===== src/design/nnrc_pkg.sv =====
`timescale 1ns / 1ps

package nnrc_pkg;

   // request kinds
   localparam logic REQ_LOAD    = 1'b0;
   localparam logic REQ_PROCESS = 1'b1;

   // composition modes
   localparam logic [1:0] MODE_PUT  = 2'd0;
   localparam logic [1:0] MODE_OR   = 2'd1;
   localparam logic [1:0] MODE_AND  = 2'd2;
   localparam logic [1:0] MODE_NONE = 2'd3;

   // pixel depth codes
   localparam logic DEPTH_1BIT = 1'b0;
   localparam logic DEPTH_8BIT = 1'b1;

   // control register indexes
   localparam int CSR_INDEX_WIDTH = 3;
   localparam logic [CSR_INDEX_WIDTH-1:0] CSR_COS_NEG_ANGLE = 3'd0;
   localparam logic [CSR_INDEX_WIDTH-1:0] CSR_SIN_NEG_ANGLE = 3'd1;
   localparam logic [CSR_INDEX_WIDTH-1:0] CSR_CENTER_X      = 3'd2;
   localparam logic [CSR_INDEX_WIDTH-1:0] CSR_CENTER_Y      = 3'd3;
   localparam logic [CSR_INDEX_WIDTH-1:0] CSR_SRC_WIDTH     = 3'd4;
   localparam logic [CSR_INDEX_WIDTH-1:0] CSR_SRC_HEIGHT    = 3'd5;
   localparam logic [CSR_INDEX_WIDTH-1:0] CSR_COMPOSE_MODE  = 3'd6;
   localparam logic [CSR_INDEX_WIDTH-1:0] CSR_PIXEL_DEPTH   = 3'd7;
   localparam int CSR_DATA_WIDTH = 16;

   typedef struct packed {
      logic       req_type;
      logic [9:0] pos_x;
      logic [9:0] pos_y;
      logic [7:0] pixel_in;
   } nnrc_req_type;

   typedef struct packed {
      logic [7:0] new_pixel;
      logic       covered;
   } nnrc_rsp_type;

   typedef struct packed {
      logic signed [15:0] cos_neg_angle;
      logic signed [15:0] sin_neg_angle;
      logic [9:0]         center_x;
      logic [9:0]         center_y;
      logic [8:0]         src_width;
      logic [8:0]         src_height;
      logic [1:0]         compose_mode;
      logic               pixel_depth;
   } nnrc_cfg_type;

   // per-item control that follows the memory access
   typedef struct packed {
      logic       is_load;
      logic       hit;
      logic [7:0] pixel_in;
   } nnrc_ctl_type;

endpackage


===== src/design/nnrc_compose.sv =====
`timescale 1ns / 1ps

module nnrc_compose (
   input  logic                  clock,
   input  logic                  reset,
   input  nnrc_pkg::nnrc_cfg_type cfg,
   input  logic                  in_valid,
   output logic                  in_stall,
   input  nnrc_pkg::nnrc_ctl_type in_ctl,
   input  logic [7:0]            in_pixel,
   output logic                  out_valid,
   input  logic                  out_stall,
   output nnrc_pkg::nnrc_rsp_type out_data
);

   logic valid_ff, valid_in;
   nnrc_pkg::nnrc_rsp_type data_ff, data_in;
   logic [7:0] old_px, src_px;

   assign in_stall = valid_ff && out_stall;
   assign valid_in = in_stall ? valid_ff : in_valid;

   always_comb begin
      if (cfg.pixel_depth == nnrc_pkg::DEPTH_8BIT) begin
         old_px = in_ctl.pixel_in;
         src_px = in_pixel;
      end else begin
         old_px = {7'd0, in_ctl.pixel_in[0]};
         src_px = {7'd0, in_pixel[0]};
      end
      data_in.covered   = in_ctl.hit;
      data_in.new_pixel = old_px;
      if (in_ctl.hit) begin
         case (cfg.compose_mode)
            nnrc_pkg::MODE_PUT: data_in.new_pixel = src_px;
            nnrc_pkg::MODE_OR:  data_in.new_pixel = old_px | src_px;
            nnrc_pkg::MODE_AND: data_in.new_pixel = old_px & src_px;
            default:            data_in.new_pixel = old_px;
         endcase
      end
   end

   always_ff @(posedge clock) begin
      if (reset) begin
         valid_ff <= 1'b0;
      end else begin
         valid_ff <= valid_in;
      end
   end

   always_ff @(posedge clock) begin
      if (!in_stall) begin
         data_ff <= data_in;
      end
   end

   assign out_valid = valid_ff;
   assign out_data  = data_ff;

endmodule


===== config.mk =====
export PLATFORM = sky130hd
export DESIGN_NAME = nnrc_compose
export DESIGN_NICKNAME = d
export VERILOG_FILES = /design/src/design/nnrc_pkg.sv /design/src/design/nnrc_compose.sv
export SDC_FILE = /design/constraint.sdc
export NUM_CORES = 1
export LEC_CHECK = 0
export BUFFER_PORTS_ARGS = -buffer_cell sky130_fd_sc_hd__buf_2
export CELL_PAD_IN_SITES_DETAIL_PLACEMENT = 0
export CELL_PAD_IN_SITES_GLOBAL_PLACEMENT = 1
export CORE_MARGIN = 5
export CORE_UTILIZATION = 14
export CTS_CLUSTER_DIAMETER = 80
export DETAILED_ROUTE_END_ITERATION = 10
export PLACE_DENSITY = 0.82
export SLEW_MARGIN = 5
export SYNTH_ARGS = -nofsm -noshare
export SYNTH_HDL_FRONTEND = slang
export SYNTH_SLANG_ARGS = --single-unit

===== constraint.sdc =====
create_clock -name clock -period 1.3 [get_ports clock]
set_clock_uncertainty 0.1 [all_clocks]
set_input_delay 0.13 -clock clock [delete_from_list [all_inputs] [get_ports clock]]
set_output_delay 0.13 -clock clock [all_outputs]
set_load 0.05 [all_outputs]

Word-level counts from Yosys, hierarchy flattened

Cells that the tools add are included.

Register bits: 10
Output and inout bits: 11
Logic and storage cells: 13

Equal/unequal tests: 2
Mux-type cells: 4
Bitwise operators: 2
Reduce and logical (&&, ||, !) cells: 2

Operators with widths:

| kind                 | count |
|---|---|
| $mux W8              | 3 |
| $pmux W8 S3          | 1 |
| $and A8 B8 Y8        | 1 |
| $or A8 B8 Y8         | 1 |
| $eq A2 B1 Y1 const B | 1 |
| $eq A2 B2 Y1 const B | 1 |
| $logic_not A2 Y1     | 1 |
| $logic_and A1 B1 Y1  | 1 |

Longest topological paths before layout

Gate-level depths: netlist (run 1).

Depth in word-level cells: 4
Mapped depth: 4

Least setup slack after synthesis (run 1)

Ideal clock, no wire load.

Path kind: reg-to-reg
Start: reg valid_ff (netlist: out_valid)
End: reg valid_ff (netlist: out_valid)
Library setup time: 0.064 ns
Data arrival time: 1.380 ns
Required time: 1.136 ns
Path slack: -0.244 ns
Cell stages (with the launch flop): 5
Buffers on the path: 0
Cell sequence: dfxtp_1 -> nand2_1 -> inv_2 -> nor2_1 -> nor2_1

Word-level cells in the longest chain between the ends: 1

RTL lines:

| item                     | line               | text |
|---|---|---|
| start: declaration       | nnrc_compose.sv:16 | `logic valid_ff, valid_in;` |
| start signal: assignment | nnrc_compose.sv:47 | `valid_ff <= valid_in;` |
| $logic_and A1 B1 Y1      | nnrc_compose.sv:20 | `assign in_stall = valid_ff && out_stall;` |
| via in_stall             | nnrc_compose.sv:8  | `output logic in_stall,` |

The timed path passes the listed nets, and every way through them passes these cells.
A chain may end at the register's enable or synchronous reset.

Worst setup path after layout (run 1)

Start: reg valid_ff (netlist: out_valid)
End: out in_stall

Word-level cells in the longest chain between the ends: 1

RTL lines:

| item                | line |
|---|---|
| $logic_and A1 B1 Y1 | nnrc_compose.sv:20 |
| end: declaration    | nnrc_compose.sv:8 |

No other way between the ends.

==> metrics.log, run 1 <==
INFO  metric outcome = completed
INFO  metric critPathLaunch = out_valid
INFO  metric syn-num-nets = 137
INFO  metric drc = 0
INFO  metric fp-row-count = 22
INFO  metric route.final.wire_length = between 1500 and 2000 um
INFO  metric powerDensity = ~1200 nW/um^2
INFO  metric routed-via-count = between 400 and 500
INFO  metric nFillCells = between 400 and 500
INFO  metric timing.rr.start = out_valid
INFO  metric gpl.final_weighted_congestion = 0.736
INFO  metric dr.first_iter.drc_count = 8
INFO  metric insertedDiodeCount = 0
INFO  metric hold_path_class = input pin to flip-flop
INFO  metric initial_utilization = 14.6%
INFO  metric global_route.usage.total = under 10%
INFO  metric post-route-cell-area = around 820 um^2
INFO  metric timing_worst_slew_pin_value = 0.300 ns
INFO  metric final_min_period_over_clock_period = around 91%
INFO  metric p_leak = between 0.3 and 0.4 nW
INFO  metric setup_violations = 0
INFO  metric grt_setup_unrepaired = false
INFO  metric nets = between 150 and 200
INFO  metric cp_slowest_cell = dfxtp_2
INFO  metric synth.largest_area_cell = edfxtp_1
INFO  metric design.portCount = approximately 110
INFO  metric detailed_place_hpwl = approximately 1400 um
INFO  metric clock.fmax = 841 MHz
INFO  metric cts-resized-gates = 0
INFO  metric critPathRequiredTime = between 1 and 1.5 ns
INFO  metric die_x = a little over 70 um
INFO  metric first_pass_iters = 2
INFO  metric worstSetupPathType = flip-flop to output pin
INFO  metric area.growth.synth_to_final = 52.9%
INFO  metric fp.coreArea = approximately 3700 um^2
INFO  metric cpPeakStageDelay = around 0.31 ns
INFO  metric number_of_antenna_violations_at_the_first_check_in_global_routing = 0
INFO  metric synth.ff_latch_count = 10
INFO  metric cp_cell_sequence = nand2_1 > inv_4 > buf_2
INFO  metric postLayoutCoreUtil = 22.3%
INFO  metric cells_taking_the_most_area_after_synthesis = edfxtp_1 (50%), o211ai_2 (16%), o21ai_2 (8.2%)
INFO  metric holdBufCountCts = 1
INFO  metric number_of_max_cap_violations = 0
INFO  metric synth_top_area_share = about half
INFO  metric maximum_vdd_drop = approximately 0.00034 V
INFO  metric placed_cell_area = 756 um^2
INFO  metric clock_sinks = 10
INFO  metric final_hold_viol_count = 0
INFO  metric drive_gt1_share = a little under three quarters
INFO  metric source_to_sink_clock_delay_at_the_later_pin_of_the_worst_skew_pair = roughly 0.23 ns
INFO  metric cts_htree_levels = 1
INFO  metric most-common-layout-cells = buf_2 (34), edfxtp_1 (9), o211ai_2 (7)
INFO  metric floorplan.die_area = about 5200 um^2
INFO  metric drt-vias-per-instance = 3.59
INFO  metric cts_root_buffer = clkbuf_8
INFO  metric timing.critical_path.to_type = output pin
INFO  metric worstSetupStartpointType = flip-flop
INFO  metric maximum_fanout_along_the_worst_path = 2
INFO  metric synth_sequential_area_ratio = 54.1%
INFO  metric mostFrequentLayoutCell = buf_2
INFO  metric grt.overflow.total = 0
INFO  metric summed_instance_area_of_the_synthesized_netlist = 537 um^2
INFO  metric numCtsBuffers = 3
INFO  metric avgRoutedWirePerCell = ~12 um
INFO  metric post-cts-setup-buffer-count = 0
INFO  metric dieHeight = just over 70 um
INFO  metric grt_first_pass_wirelength = roughly 2500 um
INFO  metric worst_hold_slack = approximately 0.013 ns
INFO  metric yosysUniqueCellTypes = 13
INFO  metric io_buffers = 34
INFO  metric timing.hold.worst.start = in_ctl[8]
INFO  metric antenna_left = 0
INFO  metric timing.final.crit_period = 1.19 ns
INFO  metric first_global_vias = between 500 and 600
INFO  metric final_max_slew_viol_count = 0
INFO  metric grt_max_degree = 15
INFO  metric synth_area_per_cell = ~13 um^2
INFO  metric slew_headroom = 80.0%
INFO  metric clk_transition_reported_paths = roughly 0.05 ns
INFO  metric timing.setup.tns = 0 ns
INFO  metric synth_cells = 42
INFO  metric cts_tree = done
INFO  metric critPathArrivalTime = 0.96 ns
INFO  metric clock_path_buffers = 2
INFO  metric yosys_warnings = 0
[stage by stage]
step / setup WS [ns] / total power, mW / cells
3_5_place_dp: 0.264 / 0.660 / 123
4_1_cts: 0.0957 / 1.04 / 128
2_1_floorplan: 0.0163 / 0.577 / 42
6_report: 0.111 / 1.02 / 128
3_3_place_gp: 0.288 / 0.649 / 123
5_1_grt: 0.0531 / 1.08 / 128
[Yosys cell counts, drive strengths merged]
library cell	instances
o21ai	9
o211ai	7
edfxtp	9
inv	2
and2b	1
dfxtp	1
nor2b	1
nor2	2
nand2	8
buf	2
[final cells by class]
type,instances,area [um^2],share of cell area [%]
flip-flops and latches,10,292,35.5
well taps,48,60.1,7.32
clock buffers,4,55.1,6.71
multi-input cells,28,216,26.4
repair buffers,36,188,22.9
inverters,2,10.0,1.22
[logic make-up after synthesis]
family	count (synthesis)	synth area share [%]
buffers and inverters	4	5.59
AO/OA/AOI/OAI	16	28.2
AND/OR/NAND/NOR	12	12.1
flip-flops	10	54.1
[sequential cells by signal, summed over array words and instances, names as in the netlist]
name       count
out_data       9
out_valid      1
[power breakdown]
group          switching, mW  total (mW)  internal, mW
sequential           0.00824       0.395         0.387
combinational          0.183       0.258        0.0742
clock                  0.106       0.370         0.265
[worst paths after layout]
kind / end / slack, ns / cells after the start
min: out_data[0] / 0.01 / 1
min reg2reg: out_valid / 0.54 / 4
max reg2reg: out_data[8] / 0.27 / 2
max: in_stall / 0.11 / 3
[critical path, delay by kind of cell, from the launching register on]
kind                   cells  cell delay [ns]
buffers and inverters      2             0.32
flip-flops                 1             0.31
AND/OR/NAND/NOR            1             0.10
[routing by layer]
layer	up-vias	GRT usage (%)	share of wire, %
met2	30	9.49	41
met1	194	6.99	41
met3	2	3.74	16
met5	-	0	0
met4	0	3.13	1.9
li1	233	-	-
Note: power is estimated with default switching activity, not from simulation.
==> run 2, diff against run 1 <==
--- a/config.mk
+++ b/config.mk
@@ -12,7 +12,7 @@
 export CORE_UTILIZATION = 14
 export CTS_CLUSTER_DIAMETER = 80
 export DETAILED_ROUTE_END_ITERATION = 10
-export PLACE_DENSITY = 0.82
+export PLACE_DENSITY_LB_ADDON = 0.1
 export SLEW_MARGIN = 5
 export SYNTH_ARGS = -nofsm -noshare
 export SYNTH_HDL_FRONTEND = slang
==> run 2 against run 1 <==
  * Hold slack improved by 0.0071 ns
  * Sequential power hardly changed
  * Sequential share of layout area did not move
  * Non-clock buffer count increased by 1
  * Critical path depth stayed put
  * Fmax increased by 0.86%
  * Wire length fell by 2.6%
  * Worst setup slack improved by 0.010 ns
  * Combinational power hardly changed
  * Register-to-register slack is essentially flat
  * Via count is 1.7% lower
  * Global-route usage is essentially flat
  * Critical endpoint unchanged
==> metrics.log, run 2 (same netlist as run 1, synthesis figures left out) <==
INFO  metric drc = 0
INFO  metric cp_slowest_cell = dfxtp_2
INFO  metric clk_transition_reported_paths = 0.05 ns
INFO  metric number_of_max_cap_violations = 0
INFO  metric timing.final.crit_period = around 1.2 ns
INFO  metric timing.setup.tns = 0 ns
INFO  metric first_global_vias = around 510
INFO  metric avgRoutedWirePerCell = around 12 um
INFO  metric clock_path_buffers = 2
INFO  metric largest_reg_flops = 9
INFO  metric source_to_sink_clock_delay_at_the_later_pin_of_the_worst_skew_pair = about 0.23 ns
INFO  metric placed_cell_area = around 760 um^2
INFO  metric route.final.wire_length = about 1500 um
INFO  metric grt_max_degree = 15
INFO  metric io_buffers = 34
INFO  metric post-route-cell-area = a little over 800 um^2
INFO  metric outcome = completed
INFO  metric final_max_slew_viol_count = 0
INFO  metric grt_first_pass_wirelength = approximately 2500 um
INFO  metric postLayoutCoreUtil = 22.3%
INFO  metric routed-via-count = roughly 450
INFO  metric clock_sinks = 10
INFO  metric worstSetupStartpointType = flip-flop
INFO  metric cp_cell_sequence = nand2_1 > inv_4 > buf_2
INFO  metric clock.fmax = about 850 MHz
INFO  metric die_x = between 70 and 80 um
INFO  metric drive_gt1_share = ~69%
INFO  metric seq_area = approximately 300 um^2
INFO  metric hold_path_class = input pin to flip-flop
INFO  metric final_hold_viol_count = 0
INFO  metric dr.first_iter.drc_count = 10
INFO  metric timing.critical_path.to_type = output pin
INFO  metric critPathArrivalTime = 0.95 ns
INFO  metric place_ws = 0.228 ns
INFO  metric first_pass_iters = 2
INFO  metric initial_utilization = 14.6%
INFO  metric global_route.usage.total = ~6.3%
INFO  metric grt_setup_unrepaired = false
INFO  metric numCtsBuffers = 3
INFO  metric antenna_left = 0
INFO  metric insertedDiodeCount = 0
INFO  metric mostFrequentLayoutCell = buf_2
INFO  metric maximum_vdd_drop = 0.000232 V
INFO  metric most-common-layout-cells = buf_2 (34), edfxtp_1 (9), o211ai_2 (7)
INFO  metric gpl.final_weighted_congestion = roughly 0.75
INFO  metric area.growth.synth_to_final = 52.9%
INFO  metric fp.coreArea = between 3000 and 4000 um^2
INFO  metric grt.overflow.total = 0
INFO  metric critPathRequiredTime = 1.07 ns
INFO  metric maximum_fanout_along_the_worst_path = 2
INFO  metric cts-resized-gates = 0
INFO  metric setup_violations = 0
INFO  metric p_leak = 0.370 nW
INFO  metric timing_worst_slew_pin_value = about 0.34 ns
INFO  metric nFillCells = around 410
INFO  metric final_min_period_over_clock_period = between 90% and 100%
INFO  metric design.portCount = 106
INFO  metric nets = around 180
INFO  metric cts_tree = done
INFO  metric dieHeight = 71.9 um
INFO  metric cpPeakStageDelay = ~0.32 ns
INFO  metric number_of_antenna_violations_at_the_first_check_in_global_routing = 0
INFO  metric slew_headroom = 77.6%
INFO  metric fp-row-count = 22
INFO  metric powerDensity = roughly 1200 nW/um^2
INFO  metric drt-vias-per-instance = approximately 3.5
INFO  metric cts_root_buffer = clkbuf_8
INFO  metric worst_hold_slack = between 0.015 and 0.02 ns
INFO  metric floorplan.die_area = ~5200 um^2
INFO  metric final_critical_path_setup_slack = 0.121 ns
INFO  metric cts_htree_levels = 1
INFO  metric area_taken_by_multi_input_logic_gates = approximately 220 um^2
INFO  metric worstSetupPathType = flip-flop to output pin
run 2: worst max-delay path, delay by kind of cell, from the launching register on:
| family | cells | cell delay [ns] |
|---|---|---|
| buffers and inverters | 2 | 0.31 |
| DFF | 1 | 0.32 |
| and+or+nand+nor | 1 | 0.09 |
run 2: per-stage QoR:
step / power [mW] / cells
finish: 0.975 / 129
floorplan: 0.577 / 42
detailed placement: 0.660 / 123
CTS: 1.00 / 129
global route: 1.03 / 129
global placement: 0.661 / 123
run 2: what timing repair did:
item / 4_1_cts / 5_1_grt
hold buffers: 2 / 0
hold endpoints to repair: 2 / 0
setup buffers: 0 / 0
run 2: path summary, 6_finish.rpt:
kind	slack, ns	cells past startpoint	startpoint	to
setup / recovery	0.12	3	out_valid	in_stall
setup reg to reg	0.28	2	out_valid	out_data[7]
hold reg to reg	0.50	4	out_valid	out_valid
hold / removal	0.02	3	in_valid	out_valid
run 2: area by class of cell:
class,count,share of cell area [%]
multi-input combinational,28,26.4
timing repair buffer,37,24.1
inverter,2,1.22
tap,48,7.32
sequential,10,35.5
clock inverter,1,0.457
clock buffer,3,5.03
run 2: layer usage:
metal,share of wire [%],wire length [um],track usage (%)
met4,0.81,12,1.88
met1,49,737,8.33
met5,0,0,0
met3,9.5,142,3.05
met2,40,596,9.08
run 2: power by group:
part | total, mW | internal (mW) | switching (mW) | leakage, nW
logic | 0.260 | 0.0762 | 0.183 | 0.241
clock network | 0.320 | 0.206 | 0.114 | 0.0231
registers | 0.395 | 0.387 | 0.00828 | 0.106
