--- config.mk ---
export PLATFORM = sky130hd
export DESIGN_NAME = nnrc_geom
export DESIGN_NICKNAME = d
export VERILOG_FILES = /design/src/design/nnrc_pkg.sv /design/src/design/nnrc_geom.sv
export SDC_FILE = /design/constraint.sdc
export NUM_CORES = 2
export LEC_CHECK = 0
export BUFFER_PORTS_ARGS = -buffer_cell sky130_fd_sc_hd__buf_4
export CELL_PAD_IN_SITES_DETAIL_PLACEMENT = 1
export CELL_PAD_IN_SITES_GLOBAL_PLACEMENT = 1
export CORE_ASPECT_RATIO = 0.7
export CORE_MARGIN = 1.5
export CORE_UTILIZATION = 30
export CTS_CLUSTER_DIAMETER = 30
export DETAILED_ROUTE_END_ITERATION = 16
export PLACE_DENSITY = 0.64
export SYNTH_ARGS = -nofsm -noshare
export SYNTH_HDL_FRONTEND = slang
export SYNTH_SLANG_ARGS = --single-unit
export TNS_END_PERCENT = 1
--- constraint.sdc ---
create_clock -name clock -period 12.16 [get_ports clock]
set_input_delay 2.432 -clock clock [delete_from_list [all_inputs] [get_ports clock]]
set_output_delay 2.432 -clock clock [all_outputs]
set_load 0.1 [all_outputs]
--- src/design/nnrc_pkg.sv ---
`timescale 1ns / 1ps

package nnrc_pkg;

   // request kinds
   localparam logic REQ_LOAD    = 1'b0;
   localparam logic REQ_PROCESS = 1'b1;

   // composition modes
   localparam logic [1:0] MODE_PUT  = 2'd0;
   localparam logic [1:0] MODE_OR   = 2'd1;
   localparam logic [1:0] MODE_AND  = 2'd2;
   localparam logic [1:0] MODE_NONE = 2'd3;

   // pixel depth codes
   localparam logic DEPTH_1BIT = 1'b0;
   localparam logic DEPTH_8BIT = 1'b1;

   // control register indexes
   localparam int CSR_INDEX_WIDTH = 3;
   localparam logic [CSR_INDEX_WIDTH-1:0] CSR_COS_NEG_ANGLE = 3'd0;
   localparam logic [CSR_INDEX_WIDTH-1:0] CSR_SIN_NEG_ANGLE = 3'd1;
   localparam logic [CSR_INDEX_WIDTH-1:0] CSR_CENTER_X      = 3'd2;
   localparam logic [CSR_INDEX_WIDTH-1:0] CSR_CENTER_Y      = 3'd3;
   localparam logic [CSR_INDEX_WIDTH-1:0] CSR_SRC_WIDTH     = 3'd4;
   localparam logic [CSR_INDEX_WIDTH-1:0] CSR_SRC_HEIGHT    = 3'd5;
   localparam logic [CSR_INDEX_WIDTH-1:0] CSR_COMPOSE_MODE  = 3'd6;
   localparam logic [CSR_INDEX_WIDTH-1:0] CSR_PIXEL_DEPTH   = 3'd7;
   localparam int CSR_DATA_WIDTH = 16;

   typedef struct packed {
      logic       req_type;
      logic [9:0] pos_x;
      logic [9:0] pos_y;
      logic [7:0] pixel_in;
   } nnrc_req_type;

   typedef struct packed {
      logic [7:0] new_pixel;
      logic       covered;
   } nnrc_rsp_type;

   typedef struct packed {
      logic signed [15:0] cos_neg_angle;
      logic signed [15:0] sin_neg_angle;
      logic [9:0]         center_x;
      logic [9:0]         center_y;
      logic [8:0]         src_width;
      logic [8:0]         src_height;
      logic [1:0]         compose_mode;
      logic               pixel_depth;
   } nnrc_cfg_type;

   // per-item control that follows the memory access
   typedef struct packed {
      logic       is_load;
      logic       hit;
      logic [7:0] pixel_in;
   } nnrc_ctl_type;

endpackage

--- src/design/nnrc_geom.sv ---
`timescale 1ns / 1ps

module nnrc_geom #(
   parameter int SRC_MAX_DIM    = 256,
   parameter int DST_MAX_DIM    = 1024,
   parameter int TRIG_FRAC_BITS = 14,
   parameter int AW             = 16
) (
   input  logic                  clock,
   input  logic                  reset,
   input  nnrc_pkg::nnrc_cfg_type cfg,
   input  logic                  in_valid,
   output logic                  in_stall,
   input  nnrc_pkg::nnrc_req_type in_data,
   output logic                  out_valid,
   input  logic                  out_stall,
   output nnrc_pkg::nnrc_ctl_type out_ctl,
   output logic [AW-1:0]         out_addr
);

   localparam int DW   = 11;
   localparam int PW   = 16 + DW;
   localparam int SW   = PW + 1;
   localparam int HPW  = 26;
   localparam int HW   = HPW + 1;
   localparam int QW   = SW - TRIG_FRAC_BITS + 1;
   localparam int XW   = ((QW > 10) ? QW : 10) + 1;
   localparam int CW   = $clog2(SRC_MAX_DIM);
   localparam int SDW0 = $clog2(SRC_MAX_DIM + 1);
   localparam int SDW  = (SDW0 > 9) ? SDW0 : 9;
   localparam int LW   = ((XW - 1) > SDW) ? (XW - 1) : SDW;
   localparam int DDW  = $clog2(DST_MAX_DIM + 1);
   localparam int PCW0 = (DDW > 10) ? DDW : 10;
   localparam int PCW  = (PCW0 > SDW0) ? PCW0 : SDW0;

   // stage valids and readiness
   logic v1_ff, v2_ff, v3_ff, v4_ff;
   logic v1_in, v2_in, v3_in, v4_in;
   logic rd1, rd2, rd3, rd4;

   nnrc_pkg::nnrc_req_type it1_ff, it2_ff, it3_ff, it4_ff;

   // stage 2: products
   logic signed [PW-1:0] pcx_ff, psy_ff, psx_ff, pcy_ff;
   logic signed [PW-1:0] pcx_in, psy_in, psx_in, pcy_in;
   logic [HPW-1:0] ha1_ff, ha2_ff, ha3_ff, ha4_ff;
   logic [HPW-1:0] ha1_in, ha2_in, ha3_in, ha4_in;
   logic signed [DW-1:0] dx2_ff, dy2_ff, dx1, dy1;
   logic in_dst2_ff, in_dst2_in;

   // stage 3: sums and window test
   logic signed [SW-1:0] su3_ff, sv3_ff, su3_in, sv3_in;
   logic win3_ff, win3_in;

   // stage 4: source coordinate
   logic signed [XW-1:0] sx4_ff, sy4_ff, sx4_in, sy4_in;
   logic win4_ff, win4_in;

   // config-derived terms
   logic signed [16:0] ce, se;
   logic [16:0] abs_c, abs_s;
   logic [8:0]  sx0, sy0;
   logic [LW-1:0] w_sat, h_sat;

   logic [HW-1:0] hx, hy;
   logic [DW-1:0] adx, ady;
   logic [SW-1:0] au, av, qu, qv;
   logic signed [XW-1:0] tu, tv;
   logic [CW-1:0] rx, ry;
   logic hit;

   assign rd4 = !v4_ff || !out_stall;
   assign rd3 = !v3_ff || rd4;
   assign rd2 = !v2_ff || rd3;
   assign rd1 = !v1_ff || rd2;
   assign in_stall = !rd1;

   assign v1_in = rd1 ? in_valid : v1_ff;
   assign v2_in = rd2 ? v1_ff : v2_ff;
   assign v3_in = rd3 ? v2_ff : v3_ff;
   assign v4_in = rd4 ? v3_ff : v4_ff;

   always_comb begin
      ce    = 17'(cfg.cos_neg_angle);
      se    = 17'(cfg.sin_neg_angle);
      abs_c = ce[16] ? unsigned'(-ce) : unsigned'(ce);
      abs_s = se[16] ? unsigned'(-se) : unsigned'(se);
      sx0   = 9'((10'(cfg.src_width) + 10'd1) >> 1);
      sy0   = 9'((10'(cfg.src_height) + 10'd1) >> 1);
      w_sat = (LW'(cfg.src_width) > LW'(SRC_MAX_DIM)) ? LW'(SRC_MAX_DIM) : LW'(cfg.src_width);
      h_sat = (LW'(cfg.src_height) > LW'(SRC_MAX_DIM)) ? LW'(SRC_MAX_DIM)
                                                         : LW'(cfg.src_height);
   end

   // stage 1 to 2
   always_comb begin
      dx1 = $signed({1'b0, it1_ff.pos_x}) - $signed({1'b0, cfg.center_x});
      dy1 = $signed({1'b0, it1_ff.pos_y}) - $signed({1'b0, cfg.center_y});
      pcx_in = PW'(cfg.cos_neg_angle) * PW'(dx1);
      psy_in = PW'(cfg.sin_neg_angle) * PW'(dy1);
      psx_in = PW'(cfg.sin_neg_angle) * PW'(dx1);
      pcy_in = PW'(cfg.cos_neg_angle) * PW'(dy1);
      ha1_in = HPW'(sx0) * HPW'(abs_c);
      ha2_in = HPW'(sy0) * HPW'(abs_s);
      ha3_in = HPW'(sx0) * HPW'(abs_s);
      ha4_in = HPW'(sy0) * HPW'(abs_c);
      in_dst2_in = (PCW'(it1_ff.pos_x) < PCW'(DST_MAX_DIM)) &&
                   (PCW'(it1_ff.pos_y) < PCW'(DST_MAX_DIM));
   end

   // stage 2 to 3
   always_comb begin
      su3_in = SW'(pcx_ff) + SW'(psy_ff);
      sv3_in = SW'(psx_ff) - SW'(pcy_ff);
      hx  = (HW'(ha1_ff) + HW'(ha2_ff)) >> TRIG_FRAC_BITS;
      hy  = (HW'(ha3_ff) + HW'(ha4_ff)) >> TRIG_FRAC_BITS;
      adx = dx2_ff[DW-1] ? unsigned'(-dx2_ff) : unsigned'(dx2_ff);
      ady = dy2_ff[DW-1] ? unsigned'(-dy2_ff) : unsigned'(dy2_ff);
      win3_in = in_dst2_ff && (HW'(adx) <= hx) && (HW'(ady) <= hy) &&
                (cfg.compose_mode != nnrc_pkg::MODE_NONE);
   end

   // stage 3 to 4: truncate toward zero and offset by the source centre
   always_comb begin
      au = su3_ff[SW-1] ? unsigned'(-su3_ff) : unsigned'(su3_ff);
      av = sv3_ff[SW-1] ? unsigned'(-sv3_ff) : unsigned'(sv3_ff);
      qu = au >> TRIG_FRAC_BITS;
      qv = av >> TRIG_FRAC_BITS;
      tu = su3_ff[SW-1] ? -$signed(XW'(qu)) : $signed(XW'(qu));
      tv = sv3_ff[SW-1] ? -$signed(XW'(qv)) : $signed(XW'(qv));
      sx4_in = $signed(XW'(sx0)) + tu;
      sy4_in = $signed(XW'(sy0)) - tv;
      win4_in = win3_ff;
   end

   // stage 4: range check and memory address
   always_comb begin
      if (it4_ff.req_type == nnrc_pkg::REQ_LOAD) begin
         hit = (PCW'(it4_ff.pos_x) < PCW'(SRC_MAX_DIM)) &&
               (PCW'(it4_ff.pos_y) < PCW'(SRC_MAX_DIM));
         rx  = CW'(it4_ff.pos_x);
         ry  = CW'(it4_ff.pos_y);
      end else begin
         hit = win4_ff && !sx4_ff[XW-1] && !sy4_ff[XW-1] &&
               (LW'(sx4_ff[XW-2:0]) < w_sat) && (LW'(sy4_ff[XW-2:0]) < h_sat);
         rx  = CW'(sx4_ff[XW-2:0]);
         ry  = CW'(sy4_ff[XW-2:0]);
      end
      out_addr = AW'(ry) * AW'(SRC_MAX_DIM) + AW'(rx);
      out_ctl.is_load  = (it4_ff.req_type == nnrc_pkg::REQ_LOAD);
      out_ctl.hit      = hit;
      out_ctl.pixel_in = it4_ff.pixel_in;
   end

   assign out_valid = v4_ff;

   always_ff @(posedge clock) begin
      if (reset) begin
         v1_ff <= 1'b0;
         v2_ff <= 1'b0;
         v3_ff <= 1'b0;
         v4_ff <= 1'b0;
      end else begin
         v1_ff <= v1_in;
         v2_ff <= v2_in;
         v3_ff <= v3_in;
         v4_ff <= v4_in;
      end
   end

   always_ff @(posedge clock) begin
      if (rd1) begin
         it1_ff <= in_data;
      end
      if (rd2) begin
         it2_ff     <= it1_ff;
         pcx_ff     <= pcx_in;
         psy_ff     <= psy_in;
         psx_ff     <= psx_in;
         pcy_ff     <= pcy_in;
         ha1_ff     <= ha1_in;
         ha2_ff     <= ha2_in;
         ha3_ff     <= ha3_in;
         ha4_ff     <= ha4_in;
         dx2_ff     <= dx1;
         dy2_ff     <= dy1;
         in_dst2_ff <= in_dst2_in;
      end
      if (rd3) begin
         it3_ff  <= it2_ff;
         su3_ff  <= su3_in;
         sv3_ff  <= sv3_in;
         win3_ff <= win3_in;
      end
      if (rd4) begin
         it4_ff  <= it3_ff;
         sx4_ff  <= sx4_in;
         sy4_ff  <= sy4_in;
         win4_ff <= win4_in;
      end
   end

endmodule

Yosys cells after proc, flatten, opt, wreduce, memory -nomap -nowiden
Cells that the tools add are included.
{"block": "word_totals", "word_cells": 105, "reg_bits": 444, "output_inout_bits": 28, "inputBits": 106}
{"block": "classes", "bitwise_logic": 1, "n_eq_ne": 1, "reduce_logical": 19, "multipliers": 8, "order_cmp": 8, "n_mux": 13, "n_addsub": 19}
{"cell": "16-bit by 11-bit multiplier with 27-bit output", "count": 4}
{"cell": "9-bit by 17-bit multiplier with 26-bit output", "count": 4}
{"cell": "28-bit two-way mux", "count": 2}
{"cell": "28-bit negator", "count": 2}
{"cell": "26-bit by 26-bit adder with 27-bit output", "count": 2}
{"cell": "17-bit two-way mux", "count": 2}
{"cell": "16-bit negator with 17-bit output", "count": 2}
{"cell": "16-bit two-way mux", "count": 2}
{"cell": "14-bit negator with 16-bit output", "count": 2}
{"cell": "15-bit by 9-bit less-than comparator with 1-bit output", "count": 2}
{"cell": "27-bit by 27-bit adder with 28-bit output", "count": 1}
{"cell": "27-bit by 27-bit subtractor with 28-bit output", "count": 1}
{"cell": "11-bit by 13-bit <= comparator with 1-bit output", "count": 2}
{"cell": "11-bit two-way mux", "count": 2}
{"cell": "11-bit negator", "count": 2}
{"cell": "10-bit by 10-bit subtractor with 11-bit output", "count": 2}
{"cell": "9-bit by 1-bit adder with 10-bit output, second input constant", "count": 2}
{"cell": "10-bit by 9-bit less-than comparator with 1-bit output, second input constant", "count": 2}
{"cell": "9-bit > comparator, second input constant", "count": 2}
{"cell": "9-bit two-way mux", "count": 2}
{"cell": "10-bit by 16-bit adder with 16-bit output", "count": 1}
{"cell": "16-bit by 8-bit adder with 16-bit output", "count": 1}
{"cell": "8-bit two-way mux", "count": 2}
{"cell": "10-bit by 16-bit subtractor with 16-bit output", "count": 1}
{"cell": "6 further kinds", "count": 22}

Longest topological paths before layout
{"block": "logic_depth", "word_depth": 6, "mapped_depth": 32, "mapped_depth_nobuf": 31}

Worst setup path after synthesis
No wires, ideal clock.
{"block": "synth_path", "kind": "input-to-reg", "from": "input cfg[21] in the netlist's numbering", "to": "register psy_ff[25] (data pin)", "slack_ns": 2.885, "path_stages": 30, "required_time_ns": 11.902, "setup_time_ns": 0.258, "n_path_buf": 1, "arrival_ns": 9.017, "cell_sequence": "ha_1 inv_1 fa_1 a21o_1 a21oi_1 o21ai_0 a21oi_1 o21bai_1 a21o_1 xor2_1 clkbuf_1 nand2_1 fa_1 fa_1 inv_1 fa_1 fa_1 inv_1 fa_1 inv_1 ha_1 and3_1 and3_1 a21oi_1 a21oi_1 o41ai_1 o2111ai_1 a31o_2 a21oi_1 xnor2_1"}
{"block": "synth_between", "elab_chain_len": 2}
{"element": "start: declaration", "line_no": "nnrc_geom.sv:11", "rtl": "input nnrc_pkg::nnrc_cfg_type cfg,"}
{"element": "10-bit by 10-bit subtractor with 11-bit output", "line_no": "nnrc_geom.sv:98", "rtl": "dy1 = $signed({1'b0, it1_ff.pos_y}) - $signed({1'b0, cfg.center_y});"}
{"element": "net dy1[8]", "line_no": "nnrc_geom.sv:48", "rtl": "logic signed [DW-1:0] dx2_ff, dy2_ff, dx1, dy1;"}
{"element": "16-bit by 11-bit multiplier with 27-bit output", "line_no": "nnrc_geom.sv:100", "rtl": "psy_in = PW'(cfg.sin_neg_angle) * PW'(dy1);"}
{"element": "net psy_in[25]", "line_no": "nnrc_geom.sv:45", "rtl": "logic signed [PW-1:0] pcx_in, psy_in, psx_in, pcy_in;"}
{"element": "end signal: assignment", "line_no": "nnrc_geom.sv:178", "rtl": "psy_ff <= psy_in;"}
{"element": "end: declaration", "line_no": "nnrc_geom.sv:44", "rtl": "logic signed [PW-1:0] pcx_ff, psy_ff, psx_ff, pcy_ff;"}
The timed path passes the listed nets, and every way through them passes these cells.
A chain may end at the register's enable or synchronous reset.

Final worst setup path
{"block": "layout_path", "from": "input cfg[21] in the netlist's numbering", "to": "register pcy_ff[26] (data pin)"}
{"block": "layout_between", "elab_chain_len": 2}
{"element": "10-bit by 10-bit subtractor with 11-bit output", "line_no": "nnrc_geom.sv:98"}
{"element": "16-bit by 11-bit multiplier with 27-bit output", "line_no": "nnrc_geom.sv:102", "rtl": "pcy_in = PW'(cfg.cos_neg_angle) * PW'(dy1);"}
{"element": "net pcy_in[26]", "line_no": "nnrc_geom.sv:45"}
{"element": "end signal: assignment", "line_no": "nnrc_geom.sv:180", "rtl": "pcy_ff <= pcy_in;"}
{"element": "end: declaration", "line_no": "nnrc_geom.sv:44"}
The timed path passes the listed nets, and every way through them passes these cells.

==> impl_metrics.toml <==
[run_status]
run_status = "completed"

[worst_setup_path]
crit_family = "adder cells"
crit_slowest_cell = "o31ai_1"
crit_path_max_incr_delay_ns = 0.54
worstPathBufferInverterCount = 6
critPathMaxFanout = 23
r2r-start = "it1_ff[8]"
startpoint = "cfg[21]"
path_class = "primary input to flop"
startpoint_type = "primary input"
cp_data_arrival_time_ns = 11.06
cp-end-kind = "flop"
cp.required_ns = 12.66

[detailed_routing]
drt_pass1_iterations = 5
wl_per_cell_um = 22.9
vias = 50000
ant_nets = 0
drt-vias-per-instance = 4.97
drtIter0Drc = 4483
drcViolationCount = 0
routed_wl_um = 230000

[clock_tree]
path_clk_slew_ns = 0.06
numCtsBuffers = 104
cts_buffer_depth = 3
cts-root-buf = "clkbuf_16"
ctsResizeCount = 0
worstSkewPairLatency_ns = 0.76
postCtsHoldBufs = 0
clock-sinks = 444
cts_tree = "built"
post_cts_buffers = 0
cts_htree_levels = 3

[logic_synthesis]
synthesis.area_um2 = 66500
netlist_top_cells_area = "fa_1 32%, edfxtp_1 20%, ha_1 11%"
yosys.area.top_type_share_pct = 32.4
synth_seq_cells = 444
synth.most_common_cell = "inv_1"
synth_largest_area_cell = "fa_1"
yosysSeqAreaShare_pct = 20.0
synthFlopType = "edfxtp_1"
synth_edf_count = 440
yosysUniqueCellTypes = 94
syn_inst = 6940
synthArstFlopShare_pct = 0
synthTopCellsByCount = "1392 x inv_1, 1078 x fa_1, 783 x nand2_1"
synth-warning-count = 0
avgSynthCellArea_um2 = 9.58

[sta]
setup_tns_ns = 0
skew_ns = 0.0676
hold_viol = 0
period_share_pct = 86.9
worstMarginPinSlew_ns = 1.43
fin_crit_ns = 10.56
fmax_mhz = 94.7
slew_headroom_pct = 3.77
slew_violations = 0
grt_setup_unrepaired = "no"
setup_violations = 0

[global_routing]
grt_max_degree = 63
use_met1_pct = 32.3
grt_busiest_layer = "met1"
grt.met3_usage_pct = 4.85
overflow = 0
antenna_found_initial = 11
grtUsageTotal_pct = 20.8
grt_pass1_wl_um = 346000
grtUsageMet2_pct = 28.9
grt_pass1_vias = 53500

[die]
core.rowCount = 144
dieWidth_um = 566
die-height_um = 397
io_pins = 134
dieArea_um2 = 225000
core_um2 = 220000
start_util_pct = 30.2

[finish]
area_delta_synth_final_pct = 12.7
drive_gt1_share_pct = 7.51
fin_nets = 8833
final_util_pct = 34.0

[placement]
port_buffers = 132
dp_hpwl_um = 179000
globalplace.congestion = 0.886

[hold_path]
min-delay-start = "it3_ff[1]"
hold_class = "flop to flop"

[job]
drv_cap = 0
==> registers in the layout (all words and copies together), names as in the netlist, 8 cells and up <==
name and flops:
psx_ff 27, pcx_ff 27, dy2_ff 11, it4_ff 21
su3_ff 28, ha2_ff 26, sv3_ff 28, sx4_ff 16
it3_ff 29, psy_ff 27, pcy_ff 27, it2_ff 29
out_ctl 8, it1_ff 29, ha4_ff 26, sy4_ff 16
dx2_ff 11, ha3_ff 26, ha1_ff 26
==> worst paths after layout <==
check,depth (start not counted),endpoint,slack [ns]
worst max-delay path,32,pcy_ff[26],1.60
worst min-delay path,0,out_ctl[1],0.41
worst max register to register,32,pcy_ff[26],2.73
worst min register to register,0,out_ctl[1],0.41
==> metal layers <==
layer  vias to the layer above  wire, um
met1                     26100    114000
met3                       203     20800
met4                         6      4160
met2                      1667     91500
li1                      22000         -
met5                         -        34
==> cell type report <==
class / instances / area (um^2)
antenna: 5 / 12.5
tap: 2920 / 3650
sequential: 444 / 13300
inverter: 1400 / 5260
clock buffer: 113 / 2640
timing repair buffer: 229 / 1730
clock inverter: 82 / 953
fill: 25200 / 145000
multi-input combinational: 4868 / 47400
==> cells in the final DEF, fill, tap and decap left out, types with 104 or more instances in the layout <==
master,instances
a21oi_1,214
nor2_1,479
buf_4,228
edfxtp_1,440
fa_1,1078
xnor2_1,257
o21ai_0,126
nand2_1,781
ha_1,601
and2_1,264
inv_1,1390
clkbuf_16,104
==> through the flow <==
step	hold WS, ns	instance area (um^2)	worst slack, ns	instances
2_1_floorplan	0.400	66600	2.89	6974
3_3_place_gp	0.401	71300	0.993	9861
3_5_place_dp	0.405	71300	0.829	9861
4_1_cts	0.395	74900	1.62	10100
5_1_grt	0.401	74900	1.06	10100
6_report	0.410	74900	1.60	10100
==> cells by family after synthesis <==
family / count (synthesis) / share of synthesized area (%)
AOI/OAI and AO/OA: 701 / 6.90
xor gates and xnor gates: 375 / 4.95
adders and majority gates: 1680 / 43.8
buffers and inverters: 1662 / 9.43
DFF: 444 / 20.0
muxes: 26 / 0.467
other: 2 / 0.0113
and+or+nand+nor: 2050 / 14.5
==> worst reg2reg max path, delay by kind of cell (launching register included) <==
family | cells | cell delay, ns
flip-flops | 1 | 0.54
AO/OA/AOI/OAI | 15 | 3.66
buffers and inverters | 6 | 0.83
AND/OR/NAND/NOR | 2 | 0.39
XOR/XNOR | 1 | 0.08
adder cells (fa/ha/maj) | 8 | 3.68
Power is left out: the tool's default activity adds up to more than one toggle a clock period on the data nets, which glitch-free logic cannot reach.
